## src/scfd_pkg.sv

```systemverilog
// scfd_pkg: shared types, character codes and parser codes for the serial
// command frame decoder. No dependencies.
`timescale 1ns / 1ps

package scfd_pkg;

    localparam int FRAME_BYTES_DEF = 128;
    localparam int QUEUE_DEPTH     = 2;

    // characters
    localparam logic [7:0] CH_BSLASH = 8'h5C;
    localparam logic [7:0] CH_SLASH  = 8'h2F;
    localparam logic [7:0] CH_EQ     = 8'h3D;
    localparam logic [7:0] CH_BAR    = 8'h7C;
    localparam logic [7:0] CH_LC_C   = 8'h63;
    localparam logic [7:0] CH_UC_C   = 8'h43;
    localparam logic [7:0] CH_M      = 8'h6D;
    localparam logic [7:0] CH_S      = 8'h73;
    localparam logic [7:0] CH_D      = 8'h64;
    localparam logic [7:0] CH_P      = 8'h70;
    localparam logic [7:0] CH_SPACE  = 8'h20;
    localparam logic [7:0] CH_PLUS   = 8'h2B;
    localparam logic [7:0] CH_MINUS  = 8'h2D;
    localparam logic [7:0] CH_DOT    = 8'h2E;
    localparam logic [7:0] CH_ZERO   = 8'h30;
    localparam logic [7:0] CH_NINE   = 8'h39;
    localparam logic [7:0] CH_TAB    = 8'h09;
    localparam logic [7:0] CH_CR     = 8'h0D;

    // frame stage
    localparam logic [1:0] ST_WAIT   = 2'd0;
    localparam logic [1:0] ST_BSLASH = 2'd1;
    localparam logic [1:0] ST_BODY   = 2'd2;

    // name match
    localparam logic [2:0] NM_EMPTY = 3'd0;
    localparam logic [2:0] NM_M     = 3'd1;
    localparam logic [2:0] NM_S     = 3'd2;
    localparam logic [2:0] NM_MS    = 3'd3;
    localparam logic [2:0] NM_MD    = 3'd4;
    localparam logic [2:0] NM_SP    = 3'd5;
    localparam logic [2:0] NM_OTHER = 3'd6;

    // value phase
    localparam logic [2:0] PH_BEFORE = 3'd0;
    localparam logic [2:0] PH_SIGN   = 3'd1;
    localparam logic [2:0] PH_INT    = 3'd2;
    localparam logic [2:0] PH_FRAC1  = 3'd3;
    localparam logic [2:0] PH_FRAC2  = 3'd4;
    localparam logic [2:0] PH_FRACX  = 3'd5;
    localparam logic [2:0] PH_DONE   = 3'd6;

    // config register indexes
    localparam logic [2:0] CFG_MOTOR_TOP = 3'd0;
    localparam logic [2:0] CFG_MOTOR_INV = 3'd1;
    localparam logic [2:0] CFG_TICK_RATE = 3'd2;
    localparam logic [2:0] CFG_MIN_US    = 3'd3;
    localparam logic [2:0] CFG_MAX_US    = 3'd4;

    localparam logic [13:0] HUND_FULL = 14'd10000;
    // x / 10000 as (x >> 4) * ceil(2^28 / 625) >> 28, exact for x below 2^22
    localparam logic [18:0] MOTOR_RECIP = 19'd429497;
    // x / 1e8 as (x >> 8) * ceil(2^46 / 390625) >> 46, exact for x below 2^35
    localparam logic [27:0] SERVO_RECIP = 28'd180143986;
    localparam logic [34:0] SERVO_SAT = 35'd25600000000;

    // one closed frame handed from parser to executor
    typedef struct packed {
        logic        spd_v;
        logic [13:0] spd;
        logic        dir_v;
        logic        dir;
        logic        srv_v;
        logic [6:0]  srv;
        logic [6:0]  cnt;
    } t_commit;

endpackage

```

## src/scfd_queue.sv

```systemverilog
// scfd_queue: small fifo of closed frames between parser and executor.
// Depends on scfd_pkg.
`timescale 1ns / 1ps

module scfd_queue (
    input  logic              i_clk,
    input  logic              i_rst_n,
    input  logic              i_push,
    input  scfd_pkg::t_commit i_data,
    output logic              o_full,
    input  logic              i_pop,
    output logic              o_empty,
    output scfd_pkg::t_commit o_data
);
    localparam int DEPTH = scfd_pkg::QUEUE_DEPTH;
    localparam int AW    = $clog2(DEPTH);

    scfd_pkg::t_commit r_mem [DEPTH];
    logic [AW-1:0]     r_wptr, r_rptr;
    logic [AW:0]       r_cnt;

    assign o_full  = (r_cnt == (AW+1)'(DEPTH));
    assign o_empty = (r_cnt == '0);
    assign o_data  = r_mem[r_rptr];

    always_ff @(posedge i_clk) begin
        if (i_push) begin
            r_mem[r_wptr] <= i_data;
        end
    end

    always_ff @(posedge i_clk) begin
        if (!i_rst_n) begin
            r_wptr <= '0;
            r_rptr <= '0;
            r_cnt  <= '0;
        end else begin
            if (i_push) begin
                r_wptr <= r_wptr + 1'b1;
            end
            if (i_pop) begin
                r_rptr <= r_rptr + 1'b1;
            end
            r_cnt <= r_cnt + (AW+1)'(i_push) - (AW+1)'(i_pop);
        end
    end

endmodule

```

## src/scfd_front.sv

```systemverilog
// scfd_front: byte parser, frame detection, name and value scanning and the
// pending command set; pushes one record per closing slash. Depends on scfd_pkg.
`timescale 1ns / 1ps

module scfd_front #(
    parameter int FRAME_BYTES = scfd_pkg::FRAME_BYTES_DEF
) (
    input  logic              i_clk,
    input  logic              i_rst_n,
    input  logic              i_valid,
    input  logic [7:0]        i_byte,
    output logic              o_push,
    output scfd_pkg::t_commit o_rec
);
    localparam int BW = $clog2(FRAME_BYTES + 1);

    logic [1:0]    r_stage, n_stage;
    logic [BW-1:0] r_bcnt, n_bcnt;
    logic          r_inval, n_inval;
    logic [2:0]    r_name, n_name;
    logic          r_sign, n_sign;
    logic [7:0]    r_int, n_int;
    logic [6:0]    r_frac, n_frac;
    logic [2:0]    r_phase, n_phase;
    logic [14:0]   r_pspd, n_pspd;
    logic [1:0]    r_pdir, n_pdir;
    logic [7:0]    r_psrv, n_psrv;
    logic [6:0]    r_cnt, n_cnt;

    // result of closing the current command
    logic [14:0] ec_spd;
    logic [1:0]  ec_dir;
    logic [7:0]  ec_srv;
    logic [6:0]  ec_cnt;
    logic        known;

    logic        digit, ws, num_path;
    logic [3:0]  d;
    logic [11:0] v;

    always_comb begin
        ec_spd = r_pspd;
        ec_dir = r_pdir;
        ec_srv = r_psrv;
        known  = 1'b1;
        priority if (r_name == scfd_pkg::NM_MS) begin
            if (r_sign) begin
                ec_spd = {1'b1, 14'd0};
            end else if (r_int >= 8'd100) begin
                ec_spd = {1'b1, scfd_pkg::HUND_FULL};
            end else begin
                ec_spd = {1'b1, 14'(r_int * 14'd100) + 14'(r_frac)};
            end
        end else if (r_name == scfd_pkg::NM_MD) begin
            ec_dir = {1'b1, r_int != 8'd0};
        end else if (r_name == scfd_pkg::NM_SP) begin
            ec_srv = {1'b1, r_sign ? 7'd0 : (r_int > 8'd100 ? 7'd100 : r_int[6:0])};
        end else begin
            known = 1'b0;
        end
        ec_cnt = (known && r_cnt != 7'd127) ? r_cnt + 7'd1 : r_cnt;
    end

    assign digit = (i_byte >= scfd_pkg::CH_ZERO) && (i_byte <= scfd_pkg::CH_NINE);
    assign d     = digit ? 4'(i_byte - scfd_pkg::CH_ZERO) : 4'd0;
    assign ws    = (i_byte == scfd_pkg::CH_SPACE) ||
                   ((i_byte >= scfd_pkg::CH_TAB) && (i_byte <= scfd_pkg::CH_CR));
    assign v     = 12'(r_int) * 12'd10 + 12'(d);
    assign num_path = (r_phase == scfd_pkg::PH_SIGN) || (r_phase == scfd_pkg::PH_INT) ||
                      ((r_phase == scfd_pkg::PH_BEFORE) && !ws &&
                       (i_byte != scfd_pkg::CH_PLUS) && (i_byte != scfd_pkg::CH_MINUS));

    always_comb begin
        n_stage = r_stage;
        n_bcnt  = r_bcnt;
        n_inval = r_inval;
        n_name  = r_name;
        n_sign  = r_sign;
        n_int   = r_int;
        n_frac  = r_frac;
        n_phase = r_phase;
        n_pspd  = r_pspd;
        n_pdir  = r_pdir;
        n_psrv  = r_psrv;
        n_cnt   = r_cnt;
        o_push  = 1'b0;
        o_rec   = '{spd_v: ec_spd[14], spd: ec_spd[13:0], dir_v: ec_dir[1], dir: ec_dir[0],
                    srv_v: ec_srv[7], srv: ec_srv[6:0], cnt: ec_cnt};
        if (i_valid) begin
            if (r_stage == scfd_pkg::ST_WAIT) begin
                if (i_byte == scfd_pkg::CH_BSLASH) begin
                    n_stage = scfd_pkg::ST_BSLASH;
                end
            end else if (r_stage == scfd_pkg::ST_BSLASH) begin
                n_stage = ((i_byte == scfd_pkg::CH_LC_C) || (i_byte == scfd_pkg::CH_UC_C))
                          ? scfd_pkg::ST_BODY : scfd_pkg::ST_WAIT;
                n_bcnt = '0; n_inval = 1'b0; n_name = scfd_pkg::NM_EMPTY; n_sign = 1'b0;
                n_int = '0; n_frac = '0; n_phase = scfd_pkg::PH_BEFORE;
                n_pspd = '0; n_pdir = '0; n_psrv = '0; n_cnt = '0;
            end else if (i_byte == scfd_pkg::CH_SLASH) begin
                o_push  = 1'b1;
                n_stage = scfd_pkg::ST_WAIT;
                n_bcnt = '0; n_inval = 1'b0; n_name = scfd_pkg::NM_EMPTY; n_sign = 1'b0;
                n_int = '0; n_frac = '0; n_phase = scfd_pkg::PH_BEFORE;
                n_pspd = '0; n_pdir = '0; n_psrv = '0; n_cnt = '0;
            end else begin
                if (i_byte == scfd_pkg::CH_EQ) begin
                    n_inval = 1'b1;
                end else if (i_byte == scfd_pkg::CH_BAR) begin
                    n_pspd = ec_spd; n_pdir = ec_dir; n_psrv = ec_srv; n_cnt = ec_cnt;
                    n_inval = 1'b0; n_name = scfd_pkg::NM_EMPTY; n_sign = 1'b0;
                    n_int = '0; n_frac = '0; n_phase = scfd_pkg::PH_BEFORE;
                end else if (i_byte != 8'd0) begin
                    if (r_inval) begin
                        if (num_path) begin
                            if (digit) begin
                                n_int   = (v > 12'd255) ? 8'd255 : v[7:0];
                                n_phase = scfd_pkg::PH_INT;
                            end else if (i_byte == scfd_pkg::CH_DOT) begin
                                n_phase = scfd_pkg::PH_FRAC1;
                            end else begin
                                n_phase = scfd_pkg::PH_DONE;
                            end
                        end else if (r_phase == scfd_pkg::PH_BEFORE) begin
                            // white space stays, a sign moves on
                            if (i_byte == scfd_pkg::CH_PLUS) begin
                                n_phase = scfd_pkg::PH_SIGN;
                            end else if (i_byte == scfd_pkg::CH_MINUS) begin
                                n_sign  = 1'b1;
                                n_phase = scfd_pkg::PH_SIGN;
                            end
                        end else if (r_phase == scfd_pkg::PH_FRAC1) begin
                            if (digit) begin
                                n_frac  = 7'(d) * 7'd10;
                                n_phase = scfd_pkg::PH_FRAC2;
                            end else begin
                                n_phase = scfd_pkg::PH_DONE;
                            end
                        end else if (r_phase == scfd_pkg::PH_FRAC2) begin
                            if (digit) begin
                                n_frac  = r_frac + 7'(d);
                                n_phase = scfd_pkg::PH_FRACX;
                            end else begin
                                n_phase = scfd_pkg::PH_DONE;
                            end
                        end else if (r_phase == scfd_pkg::PH_FRACX) begin
                            if (!digit) begin
                                n_phase = scfd_pkg::PH_DONE;
                            end
                        end
                    end else begin
                        unique case (r_name)
                            scfd_pkg::NM_EMPTY: begin
                                n_name = (i_byte == scfd_pkg::CH_M) ? scfd_pkg::NM_M :
                                         (i_byte == scfd_pkg::CH_S) ? scfd_pkg::NM_S :
                                         scfd_pkg::NM_OTHER;
                            end
                            scfd_pkg::NM_M: begin
                                n_name = (i_byte == scfd_pkg::CH_S) ? scfd_pkg::NM_MS :
                                         (i_byte == scfd_pkg::CH_D) ? scfd_pkg::NM_MD :
                                         scfd_pkg::NM_OTHER;
                            end
                            scfd_pkg::NM_S: begin
                                n_name = (i_byte == scfd_pkg::CH_P) ? scfd_pkg::NM_SP :
                                         scfd_pkg::NM_OTHER;
                            end
                            default: begin
                                n_name = scfd_pkg::NM_OTHER;
                            end
                        endcase
                    end
                end
                // overlong frame is dropped with everything pending
                if ((r_bcnt + 1'b1) >= BW'(FRAME_BYTES)) begin
                    n_stage = scfd_pkg::ST_WAIT;
                    n_bcnt = '0; n_inval = 1'b0; n_name = scfd_pkg::NM_EMPTY; n_sign = 1'b0;
                    n_int = '0; n_frac = '0; n_phase = scfd_pkg::PH_BEFORE;
                    n_pspd = '0; n_pdir = '0; n_psrv = '0; n_cnt = '0;
                end else begin
                    n_bcnt = r_bcnt + 1'b1;
                end
            end
        end
    end

    always_ff @(posedge i_clk) begin
        if (!i_rst_n) begin
            r_stage <= scfd_pkg::ST_WAIT;
            r_bcnt  <= '0;
            r_inval <= 1'b0;
            r_name  <= scfd_pkg::NM_EMPTY;
            r_sign  <= 1'b0;
            r_int   <= '0;
            r_frac  <= '0;
            r_phase <= scfd_pkg::PH_BEFORE;
            r_pspd  <= '0;
            r_pdir  <= '0;
            r_psrv  <= '0;
            r_cnt   <= '0;
        end else begin
            r_stage <= n_stage;
            r_bcnt  <= n_bcnt;
            r_inval <= n_inval;
            r_name  <= n_name;
            r_sign  <= n_sign;
            r_int   <= n_int;
            r_frac  <= n_frac;
            r_phase <= n_phase;
            r_pspd  <= n_pspd;
            r_pdir  <= n_pdir;
            r_psrv  <= n_psrv;
            r_cnt   <= n_cnt;
        end
    end

endmodule

```

## src/scfd_back.sv

```systemverilog
// scfd_back: config registers, frame commit with motor and servo scaling
// through short multiply steps and reciprocal scaling, output register. Depends on scfd_pkg.
`timescale 1ns / 1ps

module scfd_back (
    input  logic              i_clk,
    input  logic              i_rst_n,
    input  logic              i_cfg_we,
    input  logic [2:0]        i_cfg_idx,
    input  logic [15:0]       i_cfg_data,
    input  logic              i_empty,
    input  scfd_pkg::t_commit i_rec,
    output logic              o_pop,
    output logic              o_valid,
    input  logic              i_ready,
    output logic [23:0]       o_data
);
    localparam logic [2:0] S_IDLE = 3'd0;
    localparam logic [2:0] S_MUL1 = 3'd1;
    localparam logic [2:0] S_MUL2 = 3'd2;
    localparam logic [2:0] S_ADD  = 3'd3;
    localparam logic [2:0] S_MUL3 = 3'd4;
    localparam logic [2:0] S_DIV  = 3'd5;
    localparam logic [2:0] S_OUT  = 3'd6;

    logic [7:0]  r_top;
    logic        r_inv;
    logic [15:0] r_rate;
    logic [12:0] r_min, r_max;

    logic [2:0]        r_state;
    scfd_pkg::t_commit r_rec;
    logic [21:0]       r_mrem;
    logic [34:0]       r_srem;
    logic [18:0]       r_na, r_nb, r_num;
    logic [7:0]        r_mq, r_sq;
    logic              r_ssat;
    logic [7:0]        r_motor, r_servo;
    logic              r_dir;
    logic              r_ovalid;
    logic [23:0]       r_odata;

    logic [13:0] p;
    logic [36:0] mprod;
    logic [54:0] sprod;

    assign p     = r_inv ? scfd_pkg::HUND_FULL - r_rec.spd : r_rec.spd;
    assign mprod = 37'(r_mrem[21:4]) * 37'(scfd_pkg::MOTOR_RECIP);
    assign sprod = 55'(r_srem[34:8]) * 55'(scfd_pkg::SERVO_RECIP);
    assign o_pop = (r_state == S_IDLE) && !i_empty;
    assign o_valid = r_ovalid;
    assign o_data  = r_odata;

    always_ff @(posedge i_clk) begin
        if (!i_rst_n) begin
            r_top  <= 8'd255;
            r_inv  <= 1'b1;
            r_rate <= 16'd14399;
            r_min  <= 13'd800;
            r_max  <= 13'd2300;
        end else if (i_cfg_we) begin
            unique case (i_cfg_idx)
                scfd_pkg::CFG_MOTOR_TOP: r_top  <= i_cfg_data[7:0];
                scfd_pkg::CFG_MOTOR_INV: r_inv  <= i_cfg_data[0];
                scfd_pkg::CFG_TICK_RATE: r_rate <= i_cfg_data;
                scfd_pkg::CFG_MIN_US:    r_min  <= i_cfg_data[12:0];
                scfd_pkg::CFG_MAX_US:    r_max  <= i_cfg_data[12:0];
                default: ;
            endcase
        end
    end

    // datapath, no reset needed
    always_ff @(posedge i_clk) begin
        unique case (r_state)
            S_IDLE: begin
                r_rec  <= i_rec;
            end
            S_MUL1: begin
                r_mrem <= 22'(r_top) * 22'(p);
                r_na   <= 19'(r_min) * 19'(7'd100 - r_rec.srv);
            end
            S_MUL2: r_nb   <= 19'(r_max) * 19'(r_rec.srv);
            S_ADD:  r_num  <= r_na + r_nb;
            S_MUL3: r_srem <= 35'(r_num) * 35'(r_rate);
            S_DIV: begin
                // both divisions by constants through reciprocal products
                r_mq   <= mprod[35:28];
                r_sq   <= sprod[53:46];
                r_ssat <= r_srem >= scfd_pkg::SERVO_SAT;
            end
            default: ;
        endcase
    end

    always_ff @(posedge i_clk) begin
        if (!i_rst_n) begin
            r_state  <= S_IDLE;
            r_motor  <= 8'd255;
            r_dir    <= 1'b0;
            r_servo  <= 8'd233;
            r_ovalid <= 1'b0;
        end else begin
            if (r_ovalid && i_ready) begin
                r_ovalid <= 1'b0;
            end
            unique case (r_state)
                S_IDLE: if (!i_empty) r_state <= S_MUL1;
                S_MUL1: r_state <= S_MUL2;
                S_MUL2: r_state <= S_ADD;
                S_ADD:  r_state <= S_MUL3;
                S_MUL3: r_state <= S_DIV;
                S_DIV:  r_state <= S_OUT;
                S_OUT: begin
                    if (!r_ovalid || i_ready) begin
                        if (r_rec.spd_v) r_motor <= r_mq;
                        if (r_rec.dir_v) r_dir   <= r_rec.dir;
                        if (r_rec.srv_v) r_servo <= 8'd255 - (r_ssat ? 8'd255 : r_sq);
                        r_odata  <= {r_rec.cnt,
                                     r_rec.srv_v ? 8'd255 - (r_ssat ? 8'd255 : r_sq) : r_servo,
                                     r_rec.dir_v ? r_rec.dir : r_dir,
                                     r_rec.spd_v ? r_mq : r_motor};
                        r_ovalid <= 1'b1;
                        r_state  <= S_IDLE;
                    end
                end
                default: r_state <= S_IDLE;
            endcase
        end
    end

endmodule

```

## src/serial_command_frame_decoder_core.sv

```systemverilog
// Serial command frame decoder: parses \c ... / frames of name=value commands
// into motor and servo compare values. Depends on scfd_pkg and the scfd modules.
`timescale 1ns / 1ps

// The parser takes one received byte per clock while its frame queue has room.
// A closing slash queues the frame; the executor then takes it through its
// steps in order (pop, three multiplies, one add, one reciprocal-scaling step
// for both divisions and output load), and the two-entry queue plus the output
// register let the parser keep reading the next frame meanwhile. A stalled
// result word holds the executor in its output step.
module serial_command_frame_decoder_core #(
    parameter int FRAME_BYTES = scfd_pkg::FRAME_BYTES_DEF
) (
    input  logic        i_clk,
    input  logic        i_rst_n,
    input  logic        s_axis_tvalid,
    output logic        s_axis_tready,
    input  logic [7:0]  s_axis_tdata,  // [7:0] rx_byte
    output logic        m_axis_tvalid,
    input  logic        m_axis_tready,
    output logic [23:0] m_axis_tdata,  // [7:0] motor_compare, [8] motor_direction,
                                       // [16:9] servo_compare, [23:17] commands_done
    input  logic        i_cfg_we,
    input  logic [2:0]  i_cfg_idx,
    input  logic [15:0] i_cfg_data
);
    logic              push, full, pop, empty, acc;
    scfd_pkg::t_commit rec_in, rec_out;

    assign s_axis_tready = !full;
    assign acc           = s_axis_tvalid && !full;

    scfd_front #(.FRAME_BYTES(FRAME_BYTES)) u_front (
        .i_clk   (i_clk),
        .i_rst_n (i_rst_n),
        .i_valid (acc),
        .i_byte  (s_axis_tdata),
        .o_push  (push),
        .o_rec   (rec_in)
    );

    scfd_queue u_queue (
        .i_clk   (i_clk),
        .i_rst_n (i_rst_n),
        .i_push  (push),
        .i_data  (rec_in),
        .o_full  (full),
        .i_pop   (pop),
        .o_empty (empty),
        .o_data  (rec_out)
    );

    scfd_back u_back (
        .i_clk      (i_clk),
        .i_rst_n    (i_rst_n),
        .i_cfg_we   (i_cfg_we),
        .i_cfg_idx  (i_cfg_idx),
        .i_cfg_data (i_cfg_data),
        .i_empty    (empty),
        .i_rec      (rec_out),
        .o_pop      (pop),
        .o_valid    (m_axis_tvalid),
        .i_ready    (m_axis_tready),
        .o_data     (m_axis_tdata)
    );

endmodule

```

## config.mk

```make
export PLATFORM = sky130hd
export DESIGN_NAME = serial_command_frame_decoder_core
export DESIGN_NICKNAME = d
export VERILOG_FILES = /design/src/scfd_pkg.sv /design/src/scfd_queue.sv /design/src/scfd_front.sv /design/src/scfd_back.sv /design/src/serial_command_frame_decoder_core.sv
export SDC_FILE = /design/constraint.sdc
export NUM_CORES = 2
export LEC_CHECK = 0
export BUFFER_PORTS_ARGS = -buffer_cell sky130_fd_sc_hd__buf_2
export CORE_MARGIN = 4
export CORE_UTILIZATION = 25
export CTS_CLUSTER_SIZE = 24
export DETAILED_ROUTE_END_ITERATION = 7
export GPL_TIMING_DRIVEN = 1
export PLACE_DENSITY_LB_ADDON = 0.25
export SYNTH_ARGS = -nofsm -noshare
export SYNTH_HDL_FRONTEND = slang
export SYNTH_SLANG_ARGS = --single-unit
```

## constraint.sdc

```tcl
create_clock -name i_clk -period 6.54 [get_ports i_clk]
set_input_delay 1.308 -clock i_clk [delete_from_list [all_inputs] [get_ports i_clk]]
set_output_delay 1.308 -clock i_clk [all_outputs]
set_load 0.02 [all_outputs]
```

==> run metrics <==
crit path kind reg2reg; outcome complete, but fails checks; row cnt 172; max-slew violation total from the final report 0; DRT antenna net count 0; total detailed-routing wirelength approximately 140 mm; area delta synth->final 14.9%; final setup fails 5; commonest non-fill, non-tap cell in the layout inv_1; Rel. slew slack 0.271; initial antenna violation count 4; final cell count without fillers ~9000; die height ~480 um; initial core utilization 0.252; CTS tree built; Hold Crit Class reg2reg; layout cell share with drive strength beyond 1 0.105; drt pass-1 iters 7; YS warnings 0; RSZ-0062 raised after global routing true; Worst EP arrival between 7 and 8 ns; post-DR vias/cell 4.25; Avg Cell Area, Syn between 9 and 10 um2; CP Max Fanout 4; synthesized area roughly 55000 um2; Worst setup SP type register; critical path capture point type register; number of synthesized flops with an enable pin around 250; detailed placer's ending HPWL 120 mm; measured slew at the worst slew-check pin about 1.1 ns; synthesized flop and latch total 388; Mapped Nets around 7300; Max Fclk around 0.15 GHz; DRC violations left 0; Skew-Pair Late Insertion Delay roughly 0.65 ns; GPL Wtd Cong between 0.8 and 0.9; placed cells about 8800; hold_buf cts 0; top post-synthesis cells by area fa_1 32%, ha_1 18%, edfxtp_1 13%, inv_1 8.8%, dfxtp_1 5.1%; width of the die between 400 and 500 um; maxcap violations 0; Reg clk slew, reported paths 0.06 ns; sequential element share of the synthesized area 0.185; core area 220000 um2; CTS Root Cell clkbuf_16; DR WL/cell ~16 um; Total GRT Usage 0.125; start point of the critical path u_back.r_srem[30]; Cells after Synth 5609; clock skew 0.0447 ns; post-route minimum period ~6.7 ns; Primary FF master, synth edfxtp_1; post-synthesis cell type count about 80; violated checks negative setup slack; NumNets Final about 7600; TritonCTS Buffers 50; Place WS -0.455 ns; DIE AREA between 200000 and 250000 um2; via count between 30000 and 40000; H-tree Lvls 2; FILL cells 23100; 1st-iter DRT viols 1637; worst path required time around 7 ns; Worst R2R Start u_back.r_srem[30]; Hold Path Origin u_back.r_rec[6]; clk sink count between 300 and 400; final worst slack -0.156 ns; area leader, netlist fa_1; grt ovf 0; Async S/R FF share, synth 0; first-pass GRT wire length 229 mm; I/O pin total 58; most frequent cells in the layout 1279 x inv_1, 878 x fa_1, 757 x ha_1; vias in the first global route about 41000; Port Buffer Count 57; Synth top area share 0.323; post-route setup TNS -0.629 ns; period utilization 1.02; final hold vios 0; largest net degree at the start of global routing 63; clk buf depth 3
## registers in the layout (all words and copies together) (netlist names), 8 cells and up
name and cells:
u_back.r_num 19, u_back.r_max 13, u_queue.r_mem 64, u_front.r_psrv 8, u_back.r_rate 16, u_back.r_mq 8
u_back.r_sq 8, u_back.r_servo 8, u_back.r_motor 8, u_back.r_mrem 18, u_back.r_top 8, u_back.r_min 13
u_front.r_bcnt 8, u_front.r_int 8, u_back.r_srem 35, u_back.r_na 19, u_back.r_nb 19, u_front.r_pspd 15
u_back.o_data 24, u_back.r_rec 32
## cell usage after synthesis (13+ instances only)
cell type	n
nor2_1	164
dfxtp_1	141
o21a_1	26
or3_1	16
a211oi_1	27
a31oi_1	20
nand2_1	611
nor4_1	14
nor3_1	46
o21ai_0	78
nand2b_1	22
inv_1	1290
xor2_1	54
nand3_1	95
ha_1	776
nor2b_1	25
nand4_1	13
and3_1	29
xnor2_1	126
clkbuf_1	140
fa_1	893
and2_1	256
a21o_1	56
o211ai_1	23
mux2i_1	13
mux2_2	44
edfxtp_1	247
a21oi_1	189
## cell type report
cell class	instances	area, um2	share of cell area
diodes	1	2.50	0.0000394
clock buffers	72	1460	0.0230
clock inverters	21	259	0.00408
inverters	1290	4850	0.0763
multi-input cells	3780	40100	0.631
flip-flops and latches	388	10200	0.161
well taps	2958	3700	0.0583
repair buffers	387	2930	0.0462
## critical path: stages, from the launching register on
cell	delay [ns]
edfxtp_1	0.48
buf_6	0.17
fa_1	0.59
inv_2	0.06
fa_2	0.57
fa_2	0.45
fa_1	0.51
inv_1	0.05
fa_1	0.49
fa_1	0.53
inv_2	0.04
fa_1	0.52
inv_1	0.06
ha_4	0.28
nand2_4	0.05
nor4_4	0.32
a221oi_2	0.10
o21ai_1	0.14
a211o_1	0.27
o211ai_1	0.20
a31oi_2	0.27
buf_4	0.16
nor2_2	0.03
xnor2_1	0.12
## stage by stage
step	area [um2]	utilization	hold WS (ns)
floorplan	55300	-	0.400
detailed placement	61000	0.277	0.417
global route	63500	0.289	0.429
global placement	61000	0.277	0.403
CTS	63200	0.288	0.422
finish	63500	0.289	0.420
## repair_timing
| item | in CTS | in global routing |
|---|---|---|
| pin swaps | 82 | 45 |
| endpoints found under the hold margin | 0 | 0 |
| gates resized for setup | 59 | 46 |
| endpoints found under the setup margin | 11 | 15 |
| buffers inserted | 29 | 14 |
## layer usage
layer	wire length, um	vias to the layer above	track usage
met5	0	-	0
met4	3160	0	0.0266
met3	3580	131	0.0121
met2	70500	417	0.219
met1	65400	19100	0.168
li1	-	18200	-
## path summary, 6_finish.rpt
| check | depth (start not counted) | to | slack (ns) |
|---|---|---|---|
| worst max-delay path | 23 | u_back.r_sq[5] | -0.16 |
| worst min-delay path | 0 | u_back.o_data[23] | 0.42 |
| worst max register to register | 23 | u_back.r_sq[5] | -0.16 |
| worst min register to register | 0 | u_back.o_data[23] | 0.42 |
## logic make-up (layout without fill, tap and decap cells)
kind of cell,Yosys count,count (layout),synth area share
AOI/OAI and AO/OA,543,543,0.0636
xor gates and xnor gates,180,180,0.0285
buffers and inverters,1441,1770,0.0981
adders and majority gates,1669,1669,0.499
muxes,57,57,0.0113
DFF,388,388,0.185
other,0,1,0
and+or+nand+nor,1331,1331,0.114
Power is not shown: default switching activity piles up to over one toggle a cycle in this logic, so the estimate is an artifact.
